File: src/hdl/srcc_pkg.sv
// Shared constants and types of the signed row combination check.
package srcc_pkg;

	localparam int ROW_SLOTS  = 7;
	localparam int VEC_LEN    = 4;
	localparam int ROW_W      = 32;
	localparam int KW         = 3;
	localparam int TGT_W      = 3;
	localparam int PAR_W      = 64;
	localparam int MATCH_BITS = 128;

	localparam logic [TGT_W-1:0] ZERO_TARGET = 3'd4;

	typedef logic [ROW_W-1:0] row_t;
	typedef logic [KW-1:0]    count_t;

	// What one lane found for its sign pattern.
	typedef struct packed {
		logic pos;
		logic neg;
	} lane_hit_t;

endpackage

File: src/hdl/srcc_compact.sv
// Row unpacking and in-order compaction of the selected rows.
module srcc_compact #(
	parameter int ENTRY_WIDTH = 8,
	parameter int NUM_ROWS    = 7
) (
	input  srcc_pkg::row_t                rows [srcc_pkg::ROW_SLOTS],
	input  logic [srcc_pkg::ROW_SLOTS-1:0] spread_mask,
	output logic signed [ENTRY_WIDTH-1:0] picked [srcc_pkg::ROW_SLOTS][srcc_pkg::VEC_LEN],
	output srcc_pkg::count_t              count
);
	import srcc_pkg::*;

	localparam int FULL_W = VEC_LEN * ENTRY_WIDTH;
	localparam int PAD_W  = (FULL_W > ROW_W) ? FULL_W : ROW_W;

	logic [PAD_W-1:0] padded [ROW_SLOTS];

	// Entries beyond the 32 row bits read as zero.
	always_comb begin
		for (int r = 0; r < ROW_SLOTS; r++) begin
			padded[r] = PAD_W'(rows[r]);
		end
	end

	// Selected rows move down to the next free slot in ascending order.
	always_comb begin
		count = '0;
		for (int r = 0; r < ROW_SLOTS; r++) begin
			for (int c = 0; c < VEC_LEN; c++) begin
				picked[r][c] = '0;
			end
		end
		for (int r = 0; r < NUM_ROWS; r++) begin
			if (spread_mask[r]) begin
				for (int c = 0; c < VEC_LEN; c++) begin
					picked[count][c] = padded[r][c*ENTRY_WIDTH +: ENTRY_WIDTH];
				end
				count = count + 1'b1;
			end
		end
	end

endmodule

File: config.mk
export PLATFORM = sky130hd
export DESIGN_NAME = srcc_compact
export DESIGN_NICKNAME = d
export VERILOG_FILES = /design/src/hdl/srcc_pkg.sv /design/src/hdl/srcc_compact.sv
export SDC_FILE = /design/constraint.sdc
export NUM_CORES = 1
export LEC_CHECK = 0
export BUFFER_PORTS_ARGS = -buffer_cell sky130_fd_sc_hd__buf_4
export CAP_MARGIN = 20
export CORE_AREA = 2 2 178 180
export DETAILED_ROUTE_END_ITERATION = 8
export DIE_AREA = 0 0 180 182
export GPL_TIMING_DRIVEN = 1
export SYNTH_ARGS = -nofsm -noshare
export SYNTH_HDL_FRONTEND = slang
export SYNTH_SLANG_ARGS = --single-unit
File: constraint.sdc
create_clock -name vclk -period 6.4
set_clock_uncertainty 0.05 [all_clocks]
set_input_delay 0.64 -clock vclk [all_inputs]
set_output_delay 0.64 -clock vclk [all_outputs]
set_load 0.05 [all_outputs]
== Word-level counts from Yosys, hierarchy flattened ==
Cells that the tools add are included.

* Output and inout bits: 227
* Logic and storage cells: 116
* Input bits: 231
* Register bits after elaboration: 0

* Bitwise logic cells: 6
* Add/sub/neg operators: 6
* Magnitude comparators: 12
* Reduce and logical (&&, ||, !) cells: 6
* Multiplexer cells: 86

{| class="wikitable"
|+ Operators with widths
! operator !! count
|-
| bitwise mux 224 bit || 24
|-
| demux 32 bit (select 3 bit) || 24
|-
| two-way mux 224 bit || 6
|-
| two-way mux 32 bit || 7
|-
| two-way mux 24 bit || 6
|-
| two-way mux 16 bit || 6
|-
| two-way mux 8 bit || 6
|-
| >= comparator 4 bit (second input constant) || 6
|-
| less-than comparator 4 x 1 -> 1 bit (second input constant) || 6
|-
| NOT 3 -> 4 bit || 6
|-
| adder 3 x 1 -> 3 bit (second input constant) || 6
|-
| two-way mux 3 bit || 6
|-
| logical AND 1 bit || 6
|-
| two-way mux 1 bit || 1
|}

== Depth between registers and ports, before layout ==
Gate-level depths: netlist of the first run.

* Depth in word-level cells: 36
* Gate-level depth with buffers: 21
* Gate-level depth less buffers: 17

== Least setup slack after synthesis of the first run ==
No wires, ideal clock.

* Path kind: input to output
* Start point: input port spread_mask[2] (netlist bit)
* End point: output port picked[129] (netlist bit)
* Data required time: 5.710 ns
* Setup slack: 0.395 ns
* Arrival time: 5.315 ns
* Stages: 20
* Path buffers: 6
* Path through: buf_6 clkbuf_1 buf_1 inv_1 fa_1 buf_4 inv_1 ha_1 nand2_1 o21ai_0 ha_1 nand2b_1 and2_1 clkbuf_2 ha_1 and2_1 o211ai_2 clkbuf_1 nor2_1 a31oi_1

{| class="wikitable"
|+ RTL lines
! element !! line !! RTL
|-
| start, declared || srcc_compact.sv:7 || <nowiki>input logic [srcc_pkg::ROW_SLOTS-1:0] spread_mask,</nowiki>
|-
| end, declared || srcc_compact.sv:8 || <nowiki>output logic signed [ENTRY_WIDTH-1:0] picked [srcc_pkg::ROW_SLOTS][srcc_pkg::VEC_LEN],</nowiki>
|}

==> flow_summary.yaml, run 1 <==
outcome:
  run_status: "completed"
timing:
  fmax_mhz: 177.9
  min_period_ps: 5620
  rsz0062_at_grt: "no"
  hold_viol: 0
  worst_pin_slew_ps: 1113
  slew_violations: 0
  tns_ps: 0
  slew-limit-headroom_pct: 25.79
  fin_ws_ps: 779.7
  setup_viol: 0
  period_share_pct: 87.82
route:
  drtPass1Iterations: 6
  viasPerCell: 6.618
  totalWireLength_um: 59820
  drt_first_iter_violations: 1463
  vias: 13960
  ant_nets: 0
  drcViolationCount: 0
  wl_per_cell_um: 28.37
placed_design:
  place_ws_ps: 557.2
  place.gp.congestion: 0.8892
  port-buffer-count: 458
  dp_hpwl_um: 40600
  numPlacedInstances: 2108
grt:
  grt_max_degree: 73
  grt_pass1_wl_um: 86430
  met1_usage_pct: 42.98
  met3_usage_pct: 6.137
  grt.busiest_layer: "met2"
  grtUsageMet2_pct: 56.28
  overflow: 0
  grtUsageTotal_pct: 33.81
  grt_pass1_vias: 13280
  antenna_found_initial: 0
logic_synthesis:
  synth_compound_area_share_pct: 28.68
  synth-simple-area-share_pct: 13.12
  avgSynthCellArea_um2: 7.804
  syn_inst: 1376
  yosys.cell_types.count: 55
  ys_warn_count: 0
  yosys.area.top_type: "mux2_2"
  synth_mux_area_share_pct: 47.27
  syn_area_mm2: 0.01074
  synth_area_leaders: "mux2_2, a32o_1, o211ai_1, a31oi_1, clkbuf_1"
  synth_fa_ha_area_share_pct: 1.119
  netlist.area_leader.share_pct: 45.62
  ys_seq_area_share_pct: 0
  synth_xor_area_share_pct: 0.9438
  synth_top_family_by_area: "multiplexers"
  synth_fp_nets: 1616
final_layout:
  seq_area_um2: 0
  fin_cells: 2109
  final_net_count: 1949
  antenna_cells: 0
  most-common-layout-cells: "buf_4, mux2_2, nor2_1, a31oi_1, nand3_1"
  multi_input_comb_area_mm2: 0.009902
  final_util_pct: 46.66
  drive_gt1_share_pct: 57.47
  final_common_cell: "buf_4"
  clock_buffers: 0
  nFillCells: 3115
  syn2layout_area_growth_pct: 34.65
  seq_cell_count: 0
run:
  cap_violations: 0
floorplanning:
  row_count: 65
  die_w_um: 180
  initial_core_util_pct: 34.65
  core_mm2: 0.03099
  die-area_mm2: 0.03276
  ioPinCount: 458
  die_h_um: 182
critical_path:
  start_kind: "primary input"
  crit_path_max_incr_delay_ps: 570
  cp.depth: 18
  cp.required_ps: 5710
  critPathMaxFanout: 18
  critPathBufInv: 5
  endpoint: "picked[52]"
  cp_slowest_cell: "fa_1"
  startpoint: "spread_mask[0]"
  cp.arrival_ps: 4930
  cp_cell_sequence: "buf_4 -> inv_1 -> fa_1 -> inv_1 -> ha_1 -> nand2_1 -> o21ai_0 -> ha_1 -> nand2b_1 -> and2_1 -> ha_1 -> nand2_1 -> xor2_2 -> nor2_1 -> nand2_2 -> buf_4 -> mux2_2 -> buf_4"
  cp_top_family: "adder cells"
  crit_type: "primary input to output port"
  worstSetupEndpointType: "output port"
clock_network:
  cts_hold_buf: 0
  cts-resized-gates: 0
  postCtsSetupRepairBufs: 0
power:
  power_density_mw_per_mm2: 218.6
  p_leak_nw: 6.547
  peakVddDrop_uv: 210.1
worst_hold_path:
  hp-class: "primary input to output port"
==> synth_stat cells (all sizes together) (2+ instances only) <==
cell type and count:
o21ba 2, ha 8, a21boi 2, nor2b 4, mux2 449, nor3 2
nor2 106, nand4 33, and3 5, mux2i 2, a32oi 32, xnor2 3
a32o 64, xor2 2, a31oi 66, o41ai 2, nand3b 3, nand3 69
o211ai 65, o21bai 2, a211oi 2, inv 40, or2 4, clkbuf 108
and2 8, a221oi 31, o22ai 32, a22o 36, nand2 50, nand2b 3
o21ai 35, buf 64, a21oi 35
==> layout make-up <==
cell class | count | area share, %
Inverter | 40 | 1.038
Timing Repair Buffer | 503 | 27.00
Multi-Input combinational cell | 1164 | 68.48
Tap cell | 402 | 3.479
==> how the worst min path moves through the flow <==
stage | slack, ps | endpoint | depth (start not counted) | from
global route | 1680 | picked[3] | 3 | rows[27]
floorplan | 1510 | picked[128] | 2 | rows[24]
finish | 1660 | picked[3] | 3 | rows[27]
CTS | 1660 | picked[3] | 3 | rows[27]
global placement | 1660 | picked[3] | 3 | rows[27]
detailed placement | 1660 | picked[3] | 3 | rows[27]
==> power breakdown <==
part	switching, mW	leakage [nW]	total (mW)	internal, mW
sequential	0	0	0	0
combinational	2.05	6.55	3.16	1.11
clock	0	0	0	0
==> layer usage <==
metal  share of wire (%)  vias up
met5                   0        -
met4                 4.3        0
met3                 9.8      171
met2                  46     1018
met1                  40     6639
li1                    -     6129
==> logic make-up (layout without fill, tap and decap cells) <==
group                    count (synthesis)  after routing
AO/OA/AOI/OAI                          407            407
AND/OR/NAND/NOR                        290            290
multiplexers                           451            451
buffers and inverters                  212            543
XOR/XNOR                                 7              7
adder cells (fa/ha/maj)                  9              9
==> through the flow <==
stage	hold slack, ps	power [mW]	area, um^2
4_1_cts	1661	3.137	14440
5_1_grt	1680	3.268	14460
3_3_place_gp	1659	3.117	14380
3_5_place_dp	1660	3.127	14440
6_report	1660	3.161	14460
2_1_floorplan	1506	2.128	10740
(Power assumes the default switching activity.)
==> run 2: changes to the inputs <==
RECOVER_POWER = 100   (was default)
==> run 2 against run 1 <==
The flow now finishes with violations (max-capacitance violations, max-slew violations). Utilization down 1.4 points. First-iteration DRC count up 2.7%. Sequential share of layout area unchanged. Via count about the same. Setup slack worse by 300 ps. Sequential cell count unchanged. Clock-buffer cell count unchanged. Die area unchanged. Cell area down 3.1%. Maximum frequency down 5.1%. Wire length about the same. Power down 3.9%. Critical path type unchanged. Critical endpoint unchanged. Highest routed layer unchanged.
==> flow_summary.yaml, run 2 (synthesis results as in run 1) <==
outcome:
  run_status: "complete, but fails checks"
  violations: "max-capacitance violations, max-slew violations"
final_layout:
  final_net_count: 1949
  seq_cell_count: 0
  drive_gt1_share_pct: 50.26
  clock_buffers: 0
  most-common-layout-cells: "mux2_2, buf_4, clkbuf_1, nor2_1, a31oi_1"
  seq_area_um2: 0
  antenna_cells: 0
  final_common_cell: "mux2_2"
  syn2layout_area_growth_pct: 30.47
  fin_cells: 2109
placed_design:
  numPlacedInstances: 2108
  place.gp.congestion: 0.8892
  place_ws_ps: 557.2
  port-buffer-count: 458
  dp_hpwl_um: 40600
critical_path:
  crit_type: "primary input to output port"
  cp.required_ps: 5710
  critPathMaxFanout: 18
  cp_top_family: "adder cells"
  startpoint: "spread_mask[0]"
  start_kind: "primary input"
  cp.arrival_ps: 5230
  cp_common_cell: "ha_1"
  worstSetupEndpointType: "output port"
  crit_path_max_incr_delay_ps: 570
  cp_cell_sequence: "buf_4 -> inv_1 -> fa_1 -> inv_1 -> ha_1 -> nand2_1 -> o21ai_0 -> ha_1 -> nand2b_1 -> and2_1 -> ha_1 -> nand2_1 -> xor2_2 -> nor2_1 -> nand2_2 -> clkbuf_2 -> mux2_1 -> buf_4"
  cp_slowest_cell: "fa_1"
  critPathBufInv: 5
route:
  drcViolationCount: 0
  drt_first_iter_violations: 1502
  viasPerCell: 6.618
  ant_nets: 0
  drtPass1Iterations: 5
  wl_per_cell_um: 28.37
  vias: 13960
  totalWireLength_um: 59840
timing:
  period_share_pct: 92.53
  slew_violations: 31
  fin_ws_ps: 478.1
  min_period_ps: 5922
  setup_viol: 0
  slew-limit-headroom_pct: -13.71
  tns_ps: 0
  hold_viol: 0
  hold_ws_ps: 1672
  rsz0062_at_grt: "no"
  worst_pin_slew_ps: 1702
  fmax_mhz: 168.9
power:
  peakVddDrop_uv: 205.5
  power_density_mw_per_mm2: 216.7
  p_leak_nw: 6.097
floorplanning:
  die-area_mm2: 0.03276
  die_h_um: 182
  initial_core_util_pct: 34.65
  ioPinCount: 458
  row_count: 65
  die_w_um: 180
  core_mm2: 0.03099
grt:
  grt_pass1_vias: 13280
  antenna_found_initial: 0
  grtUsageTotal_pct: 33.81
  grt_max_degree: 73
  grt_pass1_wl_um: 86430
  overflow: 0
clock_network:
  postCtsSetupRepairBufs: 0
  cts-resized-gates: 0
  cts_hold_buf: 0
run:
  cap_violations: 1
worst_hold_path:
  holdCritStartpoint: "rows[26]"
  hp-class: "primary input to output port"
## run 2: final timing paths
kind / endpoint / slack, ps / cells past startpoint
worst min-delay path: picked[34] / 1670 / 3
worst max-delay path: picked[52] / 480 / 18
## run 2: where the power goes
| group | switching (mW) | leakage [nW] | internal, mW |
|---|---|---|---|
| Clock | 0 | 0 | 0 |
| Sequential | 0 | 0 | 0 |
| Combinational | 2.05 | 6.10 | 0.989 |
| Total | 2.05 | 6.10 | 0.989 |
## run 2: layout make-up
cell class,instances,area (um^2)
fill,3238,16980
inverter,40,150.1
multi-input combinational,1164,9894
tap,402,503.0
timing repair buffer,503,3462
## run 2: metal layers
metal  vias to the layer above  routed length, um  share of wire [%]  global-route usage [%]
li1                       6133                  -                  -                       -
met1                      6697              23670                 40                   42.98
met2                       975              27890                 47                   56.28
met3                       153               5875                9.8                   6.137
met4                         0               2406                4.0                   13.79
met5                         -                  0                  0                       0
## run 2: worst min-delay path, stage by stage
cell,delay (ps)
buf_4,110
mux2_2,140
buf_4,180
## run 2: stage by stage
step	power [mW]	instance area, um^2	util [%]
after floorplan	2.128	10740	-
after global placement	3.117	14380	46.42
after detailed placement	3.127	14440	46.60
after CTS	3.137	14440	46.60
after global routing	3.144	14010	45.21
final	3.036	14010	45.21
