==> config.mk <==
export PLATFORM = sky130hd
export DESIGN_NAME = srcc_lane
export DESIGN_NICKNAME = d
export VERILOG_FILES = /design/src/hdl/srcc_pkg.sv /design/src/hdl/srcc_lane.sv
export SDC_FILE = /design/constraint.sdc
export NUM_CORES = 1
export LEC_CHECK = 0
export BUFFER_PORTS_ARGS = -buffer_cell sky130_fd_sc_hd__clkbuf_2
export CAP_MARGIN = 20
export CELL_PAD_IN_SITES_DETAIL_PLACEMENT = 0
export CELL_PAD_IN_SITES_GLOBAL_PLACEMENT = 1
export CORE_MARGIN = 10
export CORE_UTILIZATION = 39
export DETAILED_ROUTE_END_ITERATION = 8
export PLACE_DENSITY_LB_ADDON = 0.1
export SKIP_LAST_GASP = 1
export SYNTH_ARGS = -nofsm -noshare
export SYNTH_HDL_FRONTEND = slang
export SYNTH_SLANG_ARGS = --single-unit
==> constraint.sdc <==
create_clock -name vclk -period 5.2
set_clock_uncertainty 0.15 [all_clocks]
set_input_delay 0 -clock vclk [all_inputs]
set_output_delay 0 -clock vclk [all_outputs]
set_load 0.01 [all_outputs]
==> src/hdl/srcc_pkg.sv <==
// Shared constants and types of the signed row combination check.
package srcc_pkg;

	localparam int ROW_SLOTS  = 7;
	localparam int VEC_LEN    = 4;
	localparam int ROW_W      = 32;
	localparam int KW         = 3;
	localparam int TGT_W      = 3;
	localparam int PAR_W      = 64;
	localparam int MATCH_BITS = 128;

	localparam logic [TGT_W-1:0] ZERO_TARGET = 3'd4;

	typedef logic [ROW_W-1:0] row_t;
	typedef logic [KW-1:0]    count_t;

	// What one lane found for its sign pattern.
	typedef struct packed {
		logic pos;
		logic neg;
	} lane_hit_t;

endpackage

==> src/hdl/srcc_lane.sv <==
// One lane: signed sum for a fixed sign pattern and the two target tests.
module srcc_lane #(
	parameter int ENTRY_WIDTH = 8,
	parameter int NUM_ROWS    = 7,
	parameter int LANE_IDX    = 0
) (
	input  logic signed [ENTRY_WIDTH-1:0] picked [srcc_pkg::ROW_SLOTS][srcc_pkg::VEC_LEN],
	input  logic [srcc_pkg::TGT_W-1:0]    target_index,
	output srcc_pkg::lane_hit_t           hit
);
	import srcc_pkg::*;

	// Seven entries grow the sum by three bits.
	localparam int SUM_W = ENTRY_WIDTH + 3;
	localparam logic signed [SUM_W-1:0] POS_ONE = 1;
	localparam logic signed [SUM_W-1:0] NEG_ONE = -1;

	logic signed [SUM_W-1:0] sum [VEC_LEN];
	logic [VEC_LEN-1:0]      unit_sel;

	// A set pattern bit negates the matching compacted row.
	always_comb begin
		for (int c = 0; c < VEC_LEN; c++) begin
			sum[c] = '0;
			for (int r = 0; r < NUM_ROWS; r++) begin
				if (((LANE_IDX >> r) & 1) != 0) begin
					sum[c] = sum[c] - SUM_W'(picked[r][c]);
				end else begin
					sum[c] = sum[c] + SUM_W'(picked[r][c]);
				end
			end
		end
	end

	// Compare against plus and minus the target vector.
	always_comb begin
		hit.pos = 1'b1;
		hit.neg = 1'b1;
		for (int c = 0; c < VEC_LEN; c++) begin
			unit_sel[c] = (target_index != ZERO_TARGET) && (target_index[1:0] == 2'(c));
			if (unit_sel[c]) begin
				if (sum[c] != POS_ONE) hit.pos = 1'b0;
				if (sum[c] != NEG_ONE) hit.neg = 1'b0;
			end else if (sum[c] != '0) begin
				hit.pos = 1'b0;
				hit.neg = 1'b0;
			end
		end
	end

endmodule

Word-level counts from Yosys, hierarchy flattened
Cells that the tools add are included.
{"block": "classes", "n_mux": 16, "n_addsub": 24, "reduce_logical": 9, "n_eq_ne": 12}
{"cell": "adder 11 x 8 -> 11 bit", "n": 12}
{"cell": "adder 10 x 8 -> 11 bit", "n": 4}
{"cell": "inequality test 11 x 1 -> 1 bit (second input constant)", "n": 4}
{"cell": "inequality test 11 x 2 -> 1 bit (second input constant)", "n": 4}
{"cell": "nonzero test 11 bit", "n": 4}
{"cell": "adder 9 x 8 -> 10 bit", "n": 4}
{"cell": "adder 8 x 8 -> 9 bit", "n": 4}
{"cell": "2-to-1 mux 2 bit", "n": 8}
{"cell": "2-to-1 mux 1 bit", "n": 8}
{"cell": "== test 2 bit (second input constant)", "n": 2}
{"cell": "logical AND 1 bit", "n": 4}
{"cell": "inequality test 3 bit (second input constant)", "n": 1}
{"cell": "== test 2 x 1 -> 1 bit (second input constant)", "n": 1}
{"cell": "zero test 2 bit", "n": 1}
{"block": "totals", "input_bits": 227, "elab_cells": 61, "regBits": 0, "output_inout_bits": 2}

Logic depth before layout (Yosys ltp)
Gate-level depths: netlist (run 1).
{"block": "depth", "word_depth": 15, "ltp_mapped": 19, "depth_no_buf": 19}

Worst setup path before layout (run 1)
No wires, ideal clock.
{"block": "synth_timing", "path_kind": "in2out", "startpoint": "input port picked[106] in the netlist's numbering", "endpoint": "output port hit[0] in the netlist's numbering", "slack_ns": 0.526, "required_ns": 5.050, "stages": 16, "path_buffers": 0, "arrival_ns": 4.524, "path_cell_list": "fa_1 -> inv_1 -> fa_1 -> inv_1 -> fa_1 -> inv_1 -> fa_1 -> fa_1 -> nand2b_1 -> a21oi_1 -> o221ai_1 -> nand2b_1 -> xor2_1 -> or4b_1 -> or4_4 -> a2111oi_2"}
{"item": "start, declared", "line": "srcc_lane.sv:7", "text": "input logic signed [ENTRY_WIDTH-1:0] picked [srcc_pkg::ROW_SLOTS][srcc_pkg::VEC_LEN],"}
{"item": "end, declared", "line": "srcc_lane.sv:9", "text": "output srcc_pkg::lane_hit_t hit"}

==> flow_summary.yaml, run 1 <==
critical_path:
  start_kind: "input port"
  path_common_cell: "fa_1"
  critPathArrivalTime_ps: 4910
  cp-endpoint: "hit[0]"
  crit_path_end_kind: "output pin"
  crit_chain: "clkbuf_2 -> fa_1 -> inv_2 -> fa_1 -> inv_1 -> fa_1 -> inv_1 -> fa_1 -> inv_2 -> ha_4 -> a211oi_4 -> nor2_1 -> xor2_1 -> nor2_1 -> nand4b_1 -> or4b_4 -> or4_4 -> a2111oi_4 -> buf_4"
  max_stage_delay_ps: 560
  path_max_fanout: 2
  critPathLaunch: "picked[106]"
  crit_type: "in2out"
  critPathRequiredTime_ps: 5050
  slowest_stage: "fa_1"
global_route:
  globalRoute.totalOverflow: 0
  grt_antenna_before_repair: 0
  grt_pass1_wl_um: 22900
  grt_max_degree: 9
  grt_pass1_vias: 5584
  track_usage_pct: 12.5
sta:
  max_freq_ghz: 0.198
  rsz0062_at_grt: "yes"
  worst_pin_slew_ps: 510
  maxSlewViolCount: 0
  setup_viol: 0
  hold_violations: 0
  slew_headroom_pct: 65.1
  finalCritPeriodShare_pct: 97.4
  fin_crit_ps: 5060
floorplan:
  ios: 229
  fp.dieH_um: 145
  num_rows: 45
  die_w_um: 145
  initial_core_util_pct: 39.9
  core-area_um2: 15300
  fp.dieArea_um2: 21000
final_layout:
  layout.nets: 1294
  seq_cells: 0
  clockBufferCount: 0
  design_area_um2: 7570
  register_area_um2: 0
  final_common_cell: "clkbuf_2"
  area_growth_syn_to_layout_pct: 24.4
  final_cell_mix: "clkbuf_2 (228), inv_1 (200), fa_1 (167), ha_1 (46)"
  final_cells: 1060
  layout-drive-gt1-share_pct: 29.4
  antenna_cells: 0
  final_core_utilization_pct: 49.6
synth:
  syn_avg_cell_area_um2: 9.81
  synth_nets: 1063
  ys_seq_area_share_pct: 0
  synth_warnings: 0
  syn_inst: 620
  synthesis.area_um2: 6080
  synth_cell_type_count: 50
min_path:
  worstHoldPathType: "in2out"
place:
  dp_hpwl_um: 13000
  place_congestion: 0.759
  dp.cells: 1060
  place_area_um2: 7490
  io_buffers: 229
route:
  drtPass1Iterations: 4
  wl_per_cell_um: 12.4
  num_vias: 4795
  drc: 0
  dr.first_iter.drc_count: 104
  wirelength_um: 13100
  via_per_inst: 4.52
  postRouteAntennaNets: 0
clocking:
  cts_resized: 0
  ctsHoldBuffers: 0
  post_cts.repair.setup_buffers: 0
job:
  maxCapViolCount: 0
power_and_ir_drop:
  ir_drop_uv: 254
  p_leak_nw: 4.06
  finalPower_mw: 4.12
  powerDensity_nw_per_um2: 544
run_status:
  status: "complete, no violations"
## cell type report
| class | instances | area [µm²] |
|---|---|---|
| timing repair buffer | 229 | 1150 |
| tap | 211 | 264 |
| inverter | 202 | 758 |
| fill | 1492 | 7690 |
| multi-input combinational | 418 | 5400 |
## critical path: cells and delay by family
kind	cells	cell delay, ps
fa+ha+maj	5	2330
simple gates	5	1270
compound gates	2	620
buf+inv	6	500
xor+xnor	1	180
## cell families (layout without fill, tap and decap cells)
| logic type | Yosys count | count (layout) | synth area share [%] |
|---|---|---|---|
| xor gates and xnor gates | 43 | 43 | 6.19 |
| AOI/OAI and AO/OA | 71 | 71 | 7.96 |
| buffers and inverters | 202 | 431 | 12.5 |
| and+or+nand+nor | 87 | 87 | 8.04 |
| adders and majority gates | 216 | 216 | 65.2 |
| muxes | 1 | 1 | 0.165 |
## synthesized netlist by cell type (all sizes together), types with 2 or more instances
master	n	area [µm²]
a21o	5	38.8
nor4bb	2	20.0
ha	48	601
xor2	18	158
nand2b	6	37.5
xnor2	25	219
a21oi	21	105
nor4	3	18.8
or2	3	18.8
o21bai	4	30.0
nor2b	2	12.5
o32a	3	30.0
nand2	8	30.0
fa	168	3360
or4	4	33.8
or4b	2	20.0
nand4b	2	17.5
nor3b	2	15.0
nand4	4	25.0
nand3b	2	15.0
nand3	5	25.0
a2111oi	4	41.3
and4	3	27.5
inv	202	758
o21ai	13	65.1
o21a	4	30.0
nor3	7	35.0
a211oi	7	57.6
and3	6	37.5
nor2	25	93.8
## worst min-delay path by stage
stage / start / slack (ps) / to / depth (start not counted)
floorplan: target_index[1] / 120 / hit[0] / 3
global placement: target_index[2] / 450 / hit[1] / 6
detailed placement: target_index[2] / 430 / hit[1] / 6
CTS: target_index[2] / 430 / hit[1] / 6
global route: target_index[2] / 460 / hit[1] / 6
finish: target_index[2] / 420 / hit[1] / 6
## per-layer routing
metal / up-vias / global-route usage (%) / part of all wire [%]
met4: 0 / 0.426 / 0.16
met1: 2338 / 15.4 / 39
met2: 112 / 23.6 / 55
met5: - / 0 / 0
li1: 2343 / - / -
met3: 2 / 2.02 / 6.6
## where the power goes
group	total (mW)	switching, mW	internal (mW)
registers	0	0	0
logic	4.12	2.23	1.89
clock network	0	0	0
## per-stage QoR
step / TNS [ps] / setup slack [ps] / hold slack [ps]
global route: -104 / -104 / 463
finish: 0 / 137 / 423
CTS: 0 / 41.0 / 429
detailed placement: 0 / 48.6 / 426
floorplan: 0 / 526 / 124
global placement: 0 / 141 / 452
Note: power is estimated with default switching activity, not from simulation.
==> run 2: changes to the inputs <==
- CORE_UTILIZATION: 39 -> 42
- clock period: 5.2 -> 6 ns (I/O delays scaled with it)
==> run 2 against run 1 <==
Against the previous run:
- non-clock buffer count did not move
- cell area down 1.5%
- final cell count down 2.9%
- routed wire length shrank 2.0%
- critical endpoint unchanged
- sequential share of layout area unchanged
- first-iteration DRC count decreased by 4.8%
- die area fell by 6.2%
- power shrank 16%
- highest routed layer unchanged
- critical path depth did not move
==> flow_summary.yaml, run 2 (synthesis gave the netlist of run 1 again) <==
sta:
  hold_violations: 0
  slew_headroom_pct: 63.0
  maxSlewViolCount: 0
  rsz0062_at_grt: "no"
  fin_crit_ps: 5120
  worst_pin_slew_ps: 550
  tns_ps: 0
  max_freq_ghz: 0.195
  finalCritPeriodShare_pct: 85.3
  setup_viol: 0
place:
  place_congestion: 0.798
  io_buffers: 229
  place_area_um2: 7450
  dp_hpwl_um: 12900
critical_path:
  slowest_stage: "fa_1"
  crit_path_end_kind: "output pin"
  path_common_cell: "fa_1"
  crit_type: "in2out"
  path_max_fanout: 2
  start_kind: "input port"
  critPathRequiredTime_ps: 5850
  critPathArrivalTime_ps: 4970
  max_stage_delay_ps: 550
  crit_chain: "clkbuf_2 -> fa_1 -> fa_1 -> inv_1 -> fa_1 -> inv_1 -> ha_1 -> ha_1 -> inv_1 -> fa_1 -> nand2b_1 -> a21oi_1 -> o221ai_1 -> nand2b_1 -> xor2_1 -> or4b_1 -> or4_4 -> a2111oi_2 -> clkbuf_2"
floorplan:
  die_w_um: 140
  fp.dieH_um: 140
  initial_core_util_pct: 43.3
  fp.dieArea_um2: 19700
  num_rows: 43
  core-area_um2: 14000
  ios: 229
route:
  routed-wl-met3_um: 933
  num_vias: 4815
  via_per_inst: 4.68
  postRouteAntennaNets: 0
  drc: 0
  drtPass1Iterations: 4
  wirelength_um: 12900
  wl_per_cell_um: 12.5
  met1_length_um: 4620
  dr.first_iter.drc_count: 99
  dr_wl_met2_um: 7220
  highest_layer: "met4"
global_route:
  grt_pass1_vias: 5661
  track_usage_pct: 13.3
  globalRoute.totalOverflow: 0
  grt_pass1_wl_um: 23300
  grt_max_degree: 9
  grt_antenna_before_repair: 0
power_and_ir_drop:
  powerDensity_nw_per_um2: 466
  ir_drop_uv: 239
  finalPower_mw: 3.47
  p_leak_nw: 4.05
final_layout:
  layout-drive-gt1-share_pct: 27.9
  layout.nets: 1294
  design_area_um2: 7450
  final_common_cell: "clkbuf_2"
  num-fill-cells: 1370
  area_growth_syn_to_layout_pct: 22.5
  antenna_cells: 0
  clockBufferCount: 0
  seq_cells: 0
  register_area_um2: 0
  final_cell_mix: "clkbuf_2 (229), inv_1 (202), fa_1 (168), ha_1 (48)"
min_path:
  holdPathEnd: "hit[1]"
  worstHoldPathType: "in2out"
  hold-path-cell-count: 6
  hp-start: "target_index[2]"
clocking:
  cts_resized: 0
  post_cts.repair.setup_buffers: 0
  ctsHoldBuffers: 0
job:
  maxCapViolCount: 0
run_status:
  status: "complete, no violations"
-- run 2: stage by stage --
stage          std cells  setup WS (ps)  util [%]  hold WS, ps
2_1_floorplan        620           1330         -          124
3_3_place_gp        1029            964      53.1          445
3_5_place_dp        1029            855      53.1          426
4_1_cts             1029            828      53.1          429
5_1_grt             1029            593      53.1          489
6_report            1029            883      53.1          438
-- run 2: worst max-delay path by stage --
| stage | startpoint | end | slack, ps | cells after the start |
|---|---|---|---|---|
| 6_report | picked[105] | hit[0] | 880 | 19 |
| 5_1_grt | picked[105] | hit[0] | 590 | 19 |
| 4_1_cts | picked[105] | hit[0] | 830 | 19 |
| 3_5_place_dp | picked[106] | hit[0] | 850 | 18 |
| 3_3_place_gp | picked[106] | hit[0] | 960 | 18 |
| 2_1_floorplan | picked[106] | hit[0] | 1330 | 16 |
-- run 2: final cells by class --
| class | count | area [µm²] | share of cell area [%] |
|---|---|---|---|
| repair buffers | 229 | 1150 | 15.4 |
| multi-input cells | 418 | 5320 | 71.4 |
| well taps | 180 | 225 | 3.02 |
| inverters | 202 | 758 | 10.2 |
-- run 2: report_power, final --
part / switching (mW) / internal, mW
Clock: 0 / 0
Combinational: 1.88 / 1.59
Sequential: 0 / 0
Total: 1.88 / 1.59
-- run 2: routing by layer --
layer	vias to the layer above	track usage, %
met5	-	0
li1	2345	-
met1	2352	14.9
met4	0	0.598
met2	112	26.5
met3	6	2.27
-- run 2: critical path, delay by kind of cell --
| kind | cells | cell delay, ps |
|---|---|---|
| AO/OA/AOI/OAI | 3 | 670 |
| XOR/XNOR | 1 | 70 |
| adder cells (fa/ha/maj) | 6 | 2430 |
| buffers and inverters | 5 | 460 |
| AND/OR/NAND/NOR | 4 | 1340 |
